--- src/rtl/core/sliding_polynomial_smoother_unit_assert.svh ---
// assertion macros for the rtl, used by sps_controller
// each macro takes a label, clock, reset, antecedent and consequent
`ifndef SLIDING_POLYNOMIAL_SMOOTHER_UNIT_ASSERT_SVH
`define SLIDING_POLYNOMIAL_SMOOTHER_UNIT_ASSERT_SVH

`ifndef SYNTHESIS

// consequent holds in the same cycle
`define SPS_ASSERT_SAME(lbl, ck, rs, ante, cons) \
  lbl: assert property (@(posedge ck) disable iff (rs) (ante) |-> (cons)) \
    else $error("same-cycle check failed");

// consequent holds in the following cycle
`define SPS_ASSERT_NEXT(lbl, ck, rs, ante, cons) \
  lbl: assert property (@(posedge ck) disable iff (rs) (ante) |=> (cons)) \
    else $error("next-cycle check failed");

`else

`define SPS_ASSERT_SAME(lbl, ck, rs, ante, cons)
`define SPS_ASSERT_NEXT(lbl, ck, rs, ante, cons)

`endif

`endif

--- src/rtl/core/sps_pkg.sv ---
package sps_pkg;

  // window geometry and number formats
  localparam int Window     = 7;
  localparam int Half       = (Window - 1) / 2;
  localparam int SampleBits = 16;
  localparam int FracBits   = 16;
  localparam int CoefBits   = 17;
  localparam int ProdBits   = CoefBits + SampleBits;
  localparam int AccBits    = ProdBits + $clog2(Window);
  localparam int CountBits  = $clog2(Window + 1);
  localparam int RowBits    = $clog2(Window);

  // hat matrix rows, quadratic fit over seven points, q.16
  localparam logic signed [CoefBits-1:0] CoefRom [Window][Window] = '{
    '{ 17'sd49932,  17'sd23406,  17'sd4681,  -17'sd6242, -17'sd9362, -17'sd4681,  17'sd7802},
    '{ 17'sd23406,  17'sd18725,  17'sd14043,  17'sd9362,  17'sd4681,  17'sd0,    -17'sd4681},
    '{ 17'sd4681,   17'sd14043,  17'sd18725,  17'sd18725, 17'sd14043, 17'sd4681, -17'sd9362},
    '{-17'sd6242,   17'sd9362,   17'sd18725,  17'sd21845, 17'sd18725, 17'sd9362, -17'sd6242},
    '{-17'sd9362,   17'sd4681,   17'sd14043,  17'sd18725, 17'sd18725, 17'sd14043, 17'sd4681},
    '{-17'sd4681,   17'sd0,      17'sd4681,   17'sd9362,  17'sd14043, 17'sd18725, 17'sd23406},
    '{ 17'sd7802,  -17'sd4681,  -17'sd9362,  -17'sd6242,  17'sd4681,  17'sd23406, 17'sd49932}
  };

  // controller states
  typedef enum logic [1:0] {
    ST_IDLE,
    ST_MAC,
    ST_ROUND
  } sps_state_t;

  // controller to datapath commands
  typedef struct packed {
    logic               shift;
    logic               mul_en;
    logic               acc_clr;
    logic               acc_en;
    logic               load;
    logic               eor;
    logic [RowBits-1:0] row;
    logic [RowBits-1:0] tap;
  } sps_cmd_t;

  // datapath to controller status
  typedef struct packed {
    logic out_free;
  } sps_stat_t;

endpackage

--- src/rtl/core/sps_sample_if.sv ---
interface sps_sample_if import sps_pkg::*; ();

  logic                         valid;
  logic                         ready;
  logic signed [SampleBits-1:0] sample;
  logic                         final_sample;

  modport source (output valid, output sample, output final_sample, input ready);
  modport sink   (input valid, input sample, input final_sample, output ready);

endinterface

--- src/rtl/core/sps_result_if.sv ---
interface sps_result_if import sps_pkg::*; ();

  logic                         valid;
  logic                         ready;
  logic signed [SampleBits-1:0] smoothed;
  logic                         end_of_run;

  modport source (output valid, output smoothed, output end_of_run, input ready);
  modport sink   (input valid, input smoothed, input end_of_run, output ready);

endinterface

--- src/rtl/core/sps_datapath.sv ---
module sps_datapath import sps_pkg::*; (
  input  logic                         clk,
  input  logic                         rst,
  input  logic signed [SampleBits-1:0] sample,
  input  sps_cmd_t                     cmd,
  output sps_stat_t                    stat,
  sps_result_if.source                 results
);

  logic signed [SampleBits-1:0] win [Window];
  logic signed [ProdBits-1:0]   prod;
  logic signed [AccBits-1:0]    acc;
  logic signed [AccBits-1:0]    rnd;
  logic signed [AccBits-1:0]    quo;
  logic signed [SampleBits-1:0] sat;
  logic                         ovf;

  // window shift line, oldest sample at index 0
  always_ff @(posedge clk) begin
    if (cmd.shift) begin
      for (int i = 0; i < Window - 1; i++) begin
        win[i] <= win[i + 1];
      end
      win[Window-1] <= sample;
    end
  end

  // one tap per cycle, product registered before accumulation
  always_ff @(posedge clk) begin
    if (cmd.mul_en) begin
      prod <= CoefRom[cmd.row][cmd.tap] * win[cmd.tap];
    end
    if (cmd.acc_clr) begin
      acc <= '0;
    end else if (cmd.acc_en) begin
      acc <= acc + AccBits'(prod);
    end
  end

  // round half up, then saturate to the sample range
  always_comb begin
    rnd = acc + (AccBits'(1) <<< (FracBits - 1));
    quo = rnd >>> FracBits;
    ovf = (quo[AccBits-1:SampleBits-1] != '0) && (quo[AccBits-1:SampleBits-1] != '1);
    if (ovf) begin
      sat = quo[AccBits-1] ? {1'b1, {(SampleBits-1){1'b0}}} : {1'b0, {(SampleBits-1){1'b1}}};
    end else begin
      sat = quo[SampleBits-1:0];
    end
  end

  assign stat.out_free = !results.valid || results.ready;

  // output register
  always_ff @(posedge clk) begin
    if (rst) begin
      results.valid <= 1'b0;
    end else if (cmd.load) begin
      results.valid <= 1'b1;
    end else if (results.ready) begin
      results.valid <= 1'b0;
    end
  end

  always_ff @(posedge clk) begin
    if (cmd.load) begin
      results.smoothed   <= sat;
      results.end_of_run <= cmd.eor;
    end
  end

endmodule

--- src/rtl/core/sps_controller.sv ---
`include "sliding_polynomial_smoother_unit_assert.svh"

module sps_controller import sps_pkg::*; (
  input  logic      clk,
  input  logic      rst,
  input  logic      in_valid,
  input  logic      in_final,
  output logic      in_ready,
  input  sps_stat_t stat,
  output sps_cmd_t  cmd
);

  localparam logic [CountBits-1:0] CountFull = CountBits'(Window);
  localparam logic [RowBits-1:0]   RowHalf   = RowBits'(Half);
  localparam logic [RowBits-1:0]   RowLast   = RowBits'(Window - 1);

  sps_state_t           state, state_next;
  logic [CountBits-1:0] fill_count, fill_count_next;
  logic [CountBits-1:0] tap, tap_next;
  logic [RowBits-1:0]   row, row_next;
  logic [RowBits-1:0]   row_last, row_last_next;
  logic                 fin, fin_next;
  logic                 in_fire;
  logic                 filling;
  logic                 full_after;
  logic                 row_done;

  assign in_fire    = in_valid && in_ready;
  assign filling    = fill_count != CountFull;
  assign full_after = !filling || (fill_count + CountBits'(1) == CountFull);
  assign row_done   = row == row_last;

  // next state and counters
  always_comb begin
    state_next      = state;
    fill_count_next = fill_count;
    tap_next        = tap;
    row_next        = row;
    row_last_next   = row_last;
    fin_next        = fin;
    case (state)
      ST_IDLE: begin
        if (in_fire) begin
          if (full_after) begin
            state_next      = ST_MAC;
            fill_count_next = CountFull;
            tap_next        = '0;
            row_next        = filling ? '0 : RowHalf;
            row_last_next   = in_final ? RowLast : RowHalf;
            fin_next        = in_final;
          end else begin
            fill_count_next = in_final ? '0 : fill_count + CountBits'(1);
          end
        end
      end
      ST_MAC: begin
        tap_next = tap + CountBits'(1);
        if (tap == CountFull) begin
          state_next = ST_ROUND;
        end
      end
      ST_ROUND: begin
        if (stat.out_free) begin
          if (row_done) begin
            state_next = ST_IDLE;
            if (fin) begin
              fill_count_next = '0;
            end
          end else begin
            state_next = ST_MAC;
            row_next   = row + RowBits'(1);
            tap_next   = '0;
          end
        end
      end
      default: begin
        state_next = ST_IDLE;
      end
    endcase
  end

  // command outputs
  always_comb begin
    in_ready    = 1'b0;
    cmd         = '0;
    cmd.row     = row;
    case (state)
      ST_IDLE: begin
        in_ready  = 1'b1;
        cmd.shift = in_valid;
      end
      ST_MAC: begin
        cmd.mul_en  = tap != CountFull;
        cmd.acc_clr = tap == '0;
        cmd.acc_en  = tap != '0;
        cmd.tap     = (tap != CountFull) ? tap[RowBits-1:0] : '0;
      end
      ST_ROUND: begin
        cmd.load = stat.out_free;
        cmd.eor  = fin && row_done;
      end
      default: begin
        in_ready = 1'b0;
      end
    endcase
  end

  always_ff @(posedge clk) begin
    if (rst) begin
      state      <= ST_IDLE;
      fill_count <= '0;
      tap        <= '0;
      row        <= '0;
      row_last   <= '0;
      fin        <= 1'b0;
    end else begin
      state      <= state_next;
      fill_count <= fill_count_next;
      tap        <= tap_next;
      row        <= row_next;
      row_last   <= row_last_next;
      fin        <= fin_next;
    end
  end

  // busy only with a full window
  `SPS_ASSERT_SAME(a_busy_full, clk, rst, state != ST_IDLE, fill_count == CountFull)
  // result register loaded only when free
  `SPS_ASSERT_SAME(a_load_free, clk, rst, cmd.load, stat.out_free)
  // row never runs past the last row of this transaction
  `SPS_ASSERT_SAME(a_row_bound, clk, rst, state != ST_IDLE, row <= row_last)
  // accumulation follows the first tap
  `SPS_ASSERT_NEXT(a_acc_follow, clk, rst, cmd.acc_clr, cmd.acc_en)

endmodule

--- src/rtl/core/sliding_polynomial_smoother_unit.sv ---
// channel   modport  payload
// samples   sink     sample (16 signed), final_sample
// results   source   smoothed (16 signed), end_of_run
//
// each result is built on the single multiply-accumulate unit walking the 7
// window taps, then rounded, saturated and loaded into the result register
// a sample is taken only while idle and causes 1, 4 or 7 results, none while filling
// the result register stalls the sequencer only while it is still occupied
// synchronous reset empties the window and drops any pending result
module sliding_polynomial_smoother_unit import sps_pkg::*; (
  input  logic         clk,
  input  logic         rst,
  sps_sample_if.sink   samples,
  sps_result_if.source results
);

  sps_cmd_t  cmd;
  sps_stat_t stat;

  // sequencer
  sps_controller u_ctrl (
    .clk      (clk),
    .rst      (rst),
    .in_valid (samples.valid),
    .in_final (samples.final_sample),
    .in_ready (samples.ready),
    .stat     (stat),
    .cmd      (cmd)
  );

  // window, mac and result register
  sps_datapath u_dp (
    .clk     (clk),
    .rst     (rst),
    .sample  (samples.sample),
    .cmd     (cmd),
    .stat    (stat),
    .results (results)
  );

endmodule
--- src/flat_wrapper.sv ---
// flat-port wrapper written by rule: the top's interface ports become plain ports
module sliding_polynomial_smoother_unit_flat import sps_pkg::*;
  (clk, rst, samples_valid, samples_sample, samples_final_sample, samples_ready, results_valid, results_smoothed, results_end_of_run, results_ready);
  sps_sample_if samples_i ();
  sps_result_if results_i ();
  input  logic clk;
  input  logic rst;
  input wire logic [$bits(samples_i.valid)-1:0] samples_valid;
  input wire logic [$bits(samples_i.sample)-1:0] samples_sample;
  input wire logic [$bits(samples_i.final_sample)-1:0] samples_final_sample;
  output wire logic [$bits(samples_i.ready)-1:0] samples_ready;
  output wire logic [$bits(results_i.valid)-1:0] results_valid;
  output wire logic [$bits(results_i.smoothed)-1:0] results_smoothed;
  output wire logic [$bits(results_i.end_of_run)-1:0] results_end_of_run;
  input wire logic [$bits(results_i.ready)-1:0] results_ready;
  assign samples_i.valid = samples_valid;
  assign samples_i.sample = samples_sample;
  assign samples_i.final_sample = samples_final_sample;
  assign samples_ready = samples_i.ready;
  assign results_valid = results_i.valid;
  assign results_smoothed = results_i.smoothed;
  assign results_end_of_run = results_i.end_of_run;
  assign results_i.ready = results_ready;
  sliding_polynomial_smoother_unit u_core (.clk(clk), .rst(rst), .samples(samples_i), .results(results_i));
endmodule
--- config.mk ---
export PLATFORM = sky130hd
export DESIGN_NAME = sliding_polynomial_smoother_unit_flat
export DESIGN_NICKNAME = d
export VERILOG_FILES = /design/src/rtl/core/sps_pkg.sv /design/src/rtl/core/sps_sample_if.sv /design/src/rtl/core/sps_result_if.sv /design/src/rtl/core/sps_datapath.sv /design/src/rtl/core/sps_controller.sv /design/src/rtl/core/sliding_polynomial_smoother_unit.sv /design/src/flat_wrapper.sv
export VERILOG_INCLUDE_DIRS = /design/src /design/src/rtl/core
export SDC_FILE = /design/constraint.sdc
export NUM_CORES = 1
export LEC_CHECK = 0
export BUFFER_PORTS_ARGS = -buffer_cell sky130_fd_sc_hd__buf_2
export CORE_AREA = 2 2 303 185
export CTS_CLUSTER_SIZE = 24
export DETAILED_ROUTE_END_ITERATION = 10
export DIE_AREA = 0 0 305 187
export GPL_TIMING_DRIVEN = 1
export RECOVER_POWER = 50
export SYNTH_ARGS = -nofsm -noshare
export SYNTH_HDL_FRONTEND = slang
export SYNTH_SLANG_ARGS = --single-unit
--- constraint.sdc ---
create_clock -name clk -period 9.9 [get_ports clk]
set_clock_uncertainty 0.1 [all_clocks]
set_input_delay 0.99 -clock clk [delete_from_list [all_inputs] [get_ports clk]]
set_output_delay 0.99 -clock clk [all_outputs]
set_load 0.005 [all_outputs]
==> results of run 1 <==
[metal layers]
| layer | vias to the layer above | GRT usage [%] |
|---|---|---|
| li1 | 6615 | - |
| met1 | 7181 | 29.16 |
| met2 | 393 | 25.21 |
| met3 | 33 | 4.498 |
| met4 | 0 | 2.361 |
| met5 | - | 0 |
[worst max path at each step]
stage | start | endpoint | slack (ns) | cells past startpoint
CTS | u_core.u_ctrl.tap[1] | u_core.u_dp.prod[32] | 0.92 | 33
floorplan | u_core.u_ctrl.tap[0] | u_core.u_dp.prod[32] | 0.53 | 31
global placement | u_core.u_ctrl.tap[1] | u_core.u_dp.prod[32] | 0.93 | 32
global route | u_core.u_ctrl.tap[1] | u_core.u_dp.prod[32] | 0.41 | 32
detailed placement | u_core.u_ctrl.tap[1] | u_core.u_dp.prod[32] | 0.94 | 33
finish | u_core.u_ctrl.tap[1] | u_core.u_dp.prod[32] | 0.85 | 32
[state kept, by name, summed over array words and instances, names as in the netlist]
register                        flops
u_core.u_ctrl.row                   3
u_core.u_dp.win                   112
u_core.u_ctrl.state                 2
u_core.u_dp.results.smoothed       16
u_core.u_dp.results.end_of_run      1
u_core.u_ctrl.tap                   3
u_core.u_ctrl.fill_count            3
u_core.u_ctrl.row_last              3
u_core.u_dp.prod                   33
u_core.u_dp.acc                    36
u_core.u_dp.results.valid           1
[critical path, delay by kind of cell, from the launching register on]
| kind | cells | cell delay, ns |
|---|---|---|
| AO/OA/AOI/OAI | 8 | 1.59 |
| XOR/XNOR | 1 | 0.10 |
| adder cells (fa/ha/maj) | 9 | 3.86 |
| buffers and inverters | 7 | 0.86 |
| flip-flops | 1 | 0.35 |
| AND/OR/NAND/NOR | 7 | 1.93 |
[power by group through the flow]
stage	Clock (µW)	Sequential [µW]	Combinational [µW]
after floorplan	0	1070	952
after global placement	0	1080	1190
after detailed placement	0	1080	1200
after CTS	916	1060	1200
after global routing	950	1060	1380
final	887	1060	1200
[Yosys cell counts, drive strengths merged (4+ instances only)]
cell / n / share of area (%)
inv: 333 / 6.3
fa: 247 / 25
edfxtp: 162 / 24
nand2: 154 / 2.9
nor2: 147 / 2.8
ha: 137 / 8.6
o21ai: 120 / 3.0
a21oi: 83 / 2.2
xnor2: 56 / 2.5
dfxtp: 51 / 5.1
clkbuf: 38 / 0.71
nand2b: 35 / 1.1
nor3: 28 / 0.70
xor2: 28 / 1.2
nand3: 27 / 0.68
a21o: 26 / 0.98
buf: 26 / 0.69
and2: 25 / 0.79
o21a: 21 / 0.79
mux4: 16 / 1.8
a211oi: 15 / 0.59
nor2b: 15 / 0.47
or3: 14 / 0.44
a221o: 13 / 0.65
and3: 13 / 0.41
a31oi: 9 / 0.31
a22oi: 8 / 0.30
o21bai: 8 / 0.30
a221oi: 7 / 0.34
o211ai: 7 / 0.26
o22ai: 7 / 0.22
or2: 7 / 0.22
nand4: 6 / 0.19
a211o: 5 / 0.22
mux2i: 5 / 0.25
a21boi: 4 / 0.15
a22o: 4 / 0.18
a311oi: 4 / 0.21
o311ai: 4 / 0.18
o31ai: 4 / 0.18
[stage by stage]
step                      hold WS, ns  instance area [µm²]
after global routing           0.3527                21880
after CTS                      0.3500                21900
after detailed placement       0.3347                21120
after global placement         0.3278                21120
final                          0.3447                21880
after floorplan                0.3207                19970
[cell usage in the layout, fill, tap and decap left out, types with 22 or more instances in the layout]
| master | Yosys | final |
|---|---|---|
| a21o_1 | 26 | 26 |
| a21oi_1 | 81 | 81 |
| and2_1 | 23 | 22 |
| buf_2 | 17 | 39 |
| buf_4 | 3 | 39 |
| clkbuf_16 | 0 | 24 |
| dfxtp_1 | 51 | 51 |
| edfxtp_1 | 162 | 162 |
| fa_1 | 247 | 247 |
| ha_1 | 137 | 137 |
| inv_1 | 333 | 333 |
| nand2_1 | 153 | 152 |
| nand2b_1 | 35 | 35 |
| nand3_1 | 27 | 27 |
| nor2_1 | 145 | 144 |
| nor3_1 | 28 | 28 |
| o21ai_0 | 103 | 103 |
| xnor2_1 | 56 | 56 |
| xor2_1 | 28 | 28 |
[cell type report]
| class | instances | area (µm²) | area share [%] |
|---|---|---|---|
| Clock inverter | 16 | 157.7 | 0.7205 |
| Multi-Input combinational cell | 1348 | 12580 | 57.47 |
| Inverter | 333 | 1250 | 5.712 |
| Tap cell | 724 | 905.9 | 4.140 |
| Timing Repair Buffer | 79 | 491.7 | 2.247 |
| Clock buffer | 28 | 615.6 | 2.813 |
| Sequential cell | 213 | 5886 | 26.90 |
[logic make-up after synthesis]
group           after synthesis  synth area share (%)
simple gates                483                 11.25
mux                          21                 2.055
buf+inv                     397                 7.662
compound gates              376                 12.54
flops                       213                 29.47
fa+ha+maj                   384                 33.34
xor+xnor                     84                 3.684
==> summary.txt, run 1 <==
Clock tree
  • Sink Count: between 200 and 250
  • CTS clk-pin slew, worst paths: 0.07 ns
  • Cts hold-fix bufs: 0
  • TritonCTS clock tree: done
  • Cts bufs inserted: 24
  • CTS resizes: 0
  • Max clock buf depth: 3
  • Setup repair bufs after CTS: 0
  • Root Driver: clkbuf_16
  • H-Tree Depth: 1
  • Clk_lat worst skew: 0.55 ns

Power
  • Combinational power share: 38.1%
  • Cell Pwr Density: approximately 140 nW/µm²
  • Pwr Total: ~3100 µW
  • Leakage power: around 0.0098 µW
  • Int Power: 2060 µW
  • Sw Pwr: around 1100 µW
  • Clock Power Share: between 20% and 30%
  • Peak VDD IR: ~150 µV
  • Seq pwr share: between 30% and 40%
  • Switching share of power: around 35%

Die
  • Initial Util: 36.48%
  • Die ar.: between 50000 and 60000 µm²
  • CORE AREA: between 50000 and 60000 µm²
  • Rows: 67
  • IO Pins: 40
  • Chip Width: about 310 µm
  • Die H: 187 µm

Layout
  • Final core occ: 39.97%
  • Final nets: roughly 2400
  • Fillers: 5343
  • # diodes: 0
  • Share of layout cells above drive strength 1: under 10%
  • P&R area growth vs syn: 9.573%
  • Final Non-Filler Cells: approximately 2700

Global route
  • First-pass GRT wire length: a little over 80000 µm
  • Initial antenna violation count: 0
  • Total GRT Usage: between 15 and 20%
  • Largest net degree at the start of global routing: 64
  • Gr ovfl total: 0
  • Vias in the first global route: ~14000

Routing
  • Vias: around 14000
  • DR top layer: met4
  • Wl on met1: around 26000 µm
  • DR iter-0 viols: ~1400
  • # DRC: 0
  • DRT Pass-1 Iters: 6
  • Routed WL per cell: 18.41 µm
  • Post-route antenna net violation count: 0
  • Total Routed Length: approximately 50000 µm
  • Vias/cell: approximately 5.2
  • Routed wl met2: a little over 20000 µm
  • Met3 routed WL: around 4100 µm

Synth
  • Cell area after synthesis: 19970 µm²
  • Synth unique cells: ~90
  • Post-Syn Area per Cell: ~10 µm²
  • Ys Warns: 0
  • Synthesized net count: between 2000 and 2500
  • Post-synth EDFFs: approximately 160
  • Most common flop cell mapped by yosys: edfxtp_1
  • Post-synth ARST share: 0%
  • Cell count after synthesis: around 2000
  • Sequential share of the synthesized area: between 20% and 30%
  • #FFs+latches synth: between 200 and 250

Worst setup path
  • FF-to-FF End: u_core.u_dp.prod[32]
  • Crit. End Element: flip-flop
  • Crit-path max cell delay: 0.67 ns
  • R2R setup slack: 0.85 ns
  • Most used cell, CP: fa_1
  • CP arrival: between 9 and 10 ns
  • Crit start category: flip-flop
  • Slowest-stage cell, CP: and4bb_1
  • Max FO, Critical Path: 19
  • Required @ worst endpoint: 10.09 ns
  • Register-to-Register Path Depth: 32
  • Reg-to-Reg Start: u_core.u_ctrl.tap[1]
  • Crit path kind: flip-flop to flip-flop

Timing
  • Worst-Margin Slew: roughly 3.4 ns
  • Final WS setup: approximately 0.85 ns
  • Final Slew Violations: between 90 and 100
  • Tcrit/Tclk final: roughly 91%
  • Final setup fails: 0
  • Fin. Hold Viols: 0
  • Max Clock Freq: 110.6 MHz
  • Fin crit period: ~9.0 ns
  • Slew headroom: -128.0%
  • Unrepaired setup endpoints after global routing: no
  • Setup TNS Final: 0 ns

Placement
  • Pre-CTS setup slack: 0.9387 ns
  • # placed instances: around 2700
  • Hpwl dp: 40370 µm
  • Port Buffers: 39
  • Final RePlAce weighted congestion: 0.9630

Hold path
  • WHS Endpoint: u_core.u_dp.win[0][14]
  • Hold wc startpoint: u_core.u_dp.win[1][14]
  • Worst hold path class: flip-flop to flip-flop
  • WHS Path Cells: 0

Job
  • Max-Cap Viols: 2

Run status
  • Failing checks: max-capacitance violations, max-slew violations
  • Status: finished, violations left
Power figures use the tool's default switching activity.
==> inputs of run 2 (changes only) <==
--- a/config.mk
+++ b/config.mk
@@ -7,11 +7,14 @@
 export NUM_CORES = 1
 export LEC_CHECK = 0
 export BUFFER_PORTS_ARGS = -buffer_cell sky130_fd_sc_hd__buf_2
+export CELL_PAD_IN_SITES_DETAIL_PLACEMENT = 1
+export CELL_PAD_IN_SITES_GLOBAL_PLACEMENT = 1
 export CORE_AREA = 2 2 303 185
 export CTS_CLUSTER_SIZE = 24
 export DETAILED_ROUTE_END_ITERATION = 10
 export DIE_AREA = 0 0 305 187
 export GPL_TIMING_DRIVEN = 1
+export PLACE_DENSITY_LB_ADDON = 0.1
 export RECOVER_POWER = 50
 export SYNTH_ARGS = -nofsm -noshare
 export SYNTH_HDL_FRONTEND = slang
==> run 2 against run 1 <==
Against the previous run: core utilization increased by 0.21 points; combinational power about the same; the run still ends with max-capacitance violations, max-slew violations left; non-clock buffer count increased by 4; critical path depth decreased by 3.
==> summary.txt, run 2 (synthesized netlist as in run 1, its figures left out) <==
Run status
  • Status: finished, violations left
  • Failing checks: max-capacitance violations, max-slew violations

Timing
  • Fin crit period: 9.356 ns (+0.3103 ns)
  • Final Slew Violations: 70 (-24%)
  • Unrepaired setup endpoints after global routing: no
  • Final setup fails: 0 (unchanged)
  • Tcrit/Tclk final: 94.50% (+3.1 points)
  • Max Clock Freq: 106.9 MHz (-3.3%)
  • Slew headroom: -45.75% (+82 points)
  • Worst-Margin Slew: 2.185 ns (-1.236 ns)
  • Setup TNS Final: 0 ns (unchanged)
  • Hold slack final: 0.3489 ns (+0.004256 ns)
  • Fin. Hold Viols: 0 (unchanged)

Hold path
  • WHS Path Cells: 0 (unchanged)
  • Worst hold path class: flip-flop to flip-flop

Layout
  • Largest register FFs: 112 (unchanged)
  • Final Non-Filler Cells: 2748 (+0.26%)
  • Most common cell after layout, fill and taps aside: inv_1
  • Highest-count cells in the layout ignoring fill and taps: inv_1 (333), fa_1 (247), edfxtp_1 (162), nand2_1 (152), nor2_1 (144)
  • P&R area growth vs syn: 10.15%
  • Share of layout cells above drive strength 1: 7.958% (-0.073 points)
  • Top flop regs: u_core.u_dp.win (112), u_core.u_dp.acc (36), u_core.u_dp.prod (33)
  • Biggest register: u_core.u_dp.win
  • Final nets: 2409 (+0.21%)

Power
  • Seq pwr share: 32.4% (-1.3 points)
  • Peak VDD IR: 129.7 µV (-12%)
  • Clock Power Share: 30.0% (+1.8 points)
  • Switching share of power: 34.73% (+0.20 points)
  • Leakage power: 0.009846 µW (+0.40%)
  • Combinational power share: 37.6% (-0.5 points)
  • Cell Pwr Density: 148.8 nW/µm² (+3.5%)
  • Sw Pwr: 1137 µW (+4.6%)
  • Int Power: 2136 µW (+3.7%)

Worst setup path
  • Crit. End Element: flip-flop
  • Crit-path max cell delay: 0.86 ns (+0.19 ns)
  • Max FO, Critical Path: 23 (+4)
  • Crit start category: flip-flop
  • CP arrival: 9.57 ns (+0.33 ns)
  • Register-to-Register Path Depth: 29 (-9.4%)
  • Required @ worst endpoint: 10.11 ns (+0.02 ns)
  • Most used cell, CP: fa_1
  • Crit path kind: flip-flop to flip-flop
  • Slowest-stage cell, CP: and4bb_1

Global route
  • Vias in the first global route: 15578 (+7.5%)
  • Largest net degree at the start of global routing: 86 (+34%)
  • Gr ovfl total: 0 (unchanged)
  • Initial antenna violation count: 1 (+1)
  • First-pass GRT wire length: 92180 µm (+12%)
  • Total GRT Usage: 20.69% (+2.4 points)

Clock tree
  • CTS resizes: 0 (unchanged)
  • Cts bufs inserted: 25 (+4.2%)
  • Max clock buf depth: 3 (unchanged)
  • H-Tree Depth: 1 (unchanged)
  • TritonCTS clock tree: done
  • CTS clk-pin slew, worst paths: 0.07 ns (about the same)
  • Sink Count: 213 (unchanged)
  • Root Driver: clkbuf_16
  • Setup repair bufs after CTS: 0 (unchanged)
  • Clk_lat worst skew: 0.56 ns (about the same)
  • Cts hold-fix bufs: 0 (unchanged)

Placement
  • Hpwl dp: 46320 µm (+15%)
  • Port Buffers: 39 (unchanged)
  • # placed instances: 2701 (+0.15%)
  • Final RePlAce weighted congestion: 0.9104 (-5.5%)

Routing
  • Total Routed Length: 56600 µm (+12%)
  • Routed WL per cell: 20.60 µm (+12%)
  • Vias/cell: 5.223 (+0.66%)
  • # DRC: 0 (unchanged)
  • Vias: 14352 (+0.91%)
  • DRT Pass-1 Iters: 5 (-1)
  • DR iter-0 viols: 992 (-27%)
  • Post-route antenna net violation count: 0 (unchanged)

Die
  • Rows: 67 (unchanged)
  • Die ar.: 57040 µm² (unchanged)
  • Initial Util: 36.48% (unchanged)
  • Die H: 187 µm (unchanged)
  • Chip Width: 305 µm (unchanged)
  • IO Pins: 40 (unchanged)
  • CORE AREA: 54740 µm² (unchanged)

Job
  • Max-Cap Viols: 3 (+1)
[run 2: cell count changes in the layout (fill, tap and decap cells not counted), moves of 2 or more]
| cell | previous run | this run |
|---|---|---|
| clkbuf_1 | 5 | 10 |
| buf_2 | 39 | 37 |
| clkinv_1 | 3 | 5 |
| clkinv_2 | 6 | 0 |
| bufinv_16 | 2 | 4 |
| inv_6 | 0 | 2 |
| clkinv_8 | 2 | 0 |
[run 2: path summary, 6_finish.rpt]
path                                            start                     to  slack (ns)
worst max-delay path             u_core.u_ctrl.tap[1]   u_core.u_dp.prod[32]        0.54
worst max register to register   u_core.u_ctrl.tap[1]   u_core.u_dp.prod[32]        0.54
worst min register to register  u_core.u_dp.win[5][5]  u_core.u_dp.win[4][5]        0.35
worst min-delay path            u_core.u_dp.win[5][5]  u_core.u_dp.win[4][5]        0.35
[run 2: metal layers]
metal,GRT usage [%],vias to the layer above,part of all wire (%),wire (µm)
met5,0,-,0,0
met3,4.487,36,6.2,3495
met4,2.894,0,1.2,692
li1,-,6633,-,-
met1,33.58,7403,54,30600
met2,28.18,280,39,21820
[run 2: power groups by stage]
| stage | sequential (µW) | combinational [µW] | clock, µW |
|---|---|---|---|
| finish | 1060 | 1230 | 983 |
| CTS | 1060 | 1250 | 1010 |
| detailed placement | 1080 | 1240 | 0 |
| global route | 1060 | 1420 | 1050 |
| floorplan | 1070 | 952 | 0 |
| global placement | 1080 | 1220 | 0 |
[run 2: per-stage QoR]
step,total power (µW),util (%),setup WS [ns],instance area (µm²)
after global placement,2301,38.66,0.8263,21170
after detailed placement,2323,38.66,0.6595,21170
final,3273,40.18,0.5445,22000
after floorplan,2027,-,0.5323,19970
after global routing,3540,40.18,0.08293,22000
after CTS,3324,40.22,0.6155,22020
[run 2: final cells by class]
class                      count  area (µm²)
multi-input combinational   1348       12580
inverter                     333        1250
tap                          724       905.9
fill                        6046       32740
clock buffer                  30       644.4
antenna                        1       2.502
sequential                   213        5886
clock inverter                16       209.0
timing repair buffer          83       524.3
[run 2: critical path, delay by kind of cell, from the launching register on]
family	cells	cell delay [ns]
adder cells (fa/ha/maj)	9	4.01
AND/OR/NAND/NOR	8	2.40
AO/OA/AOI/OAI	8	1.93
flip-flops	1	0.35
buffers and inverters	3	0.21
XOR/XNOR	1	0.09
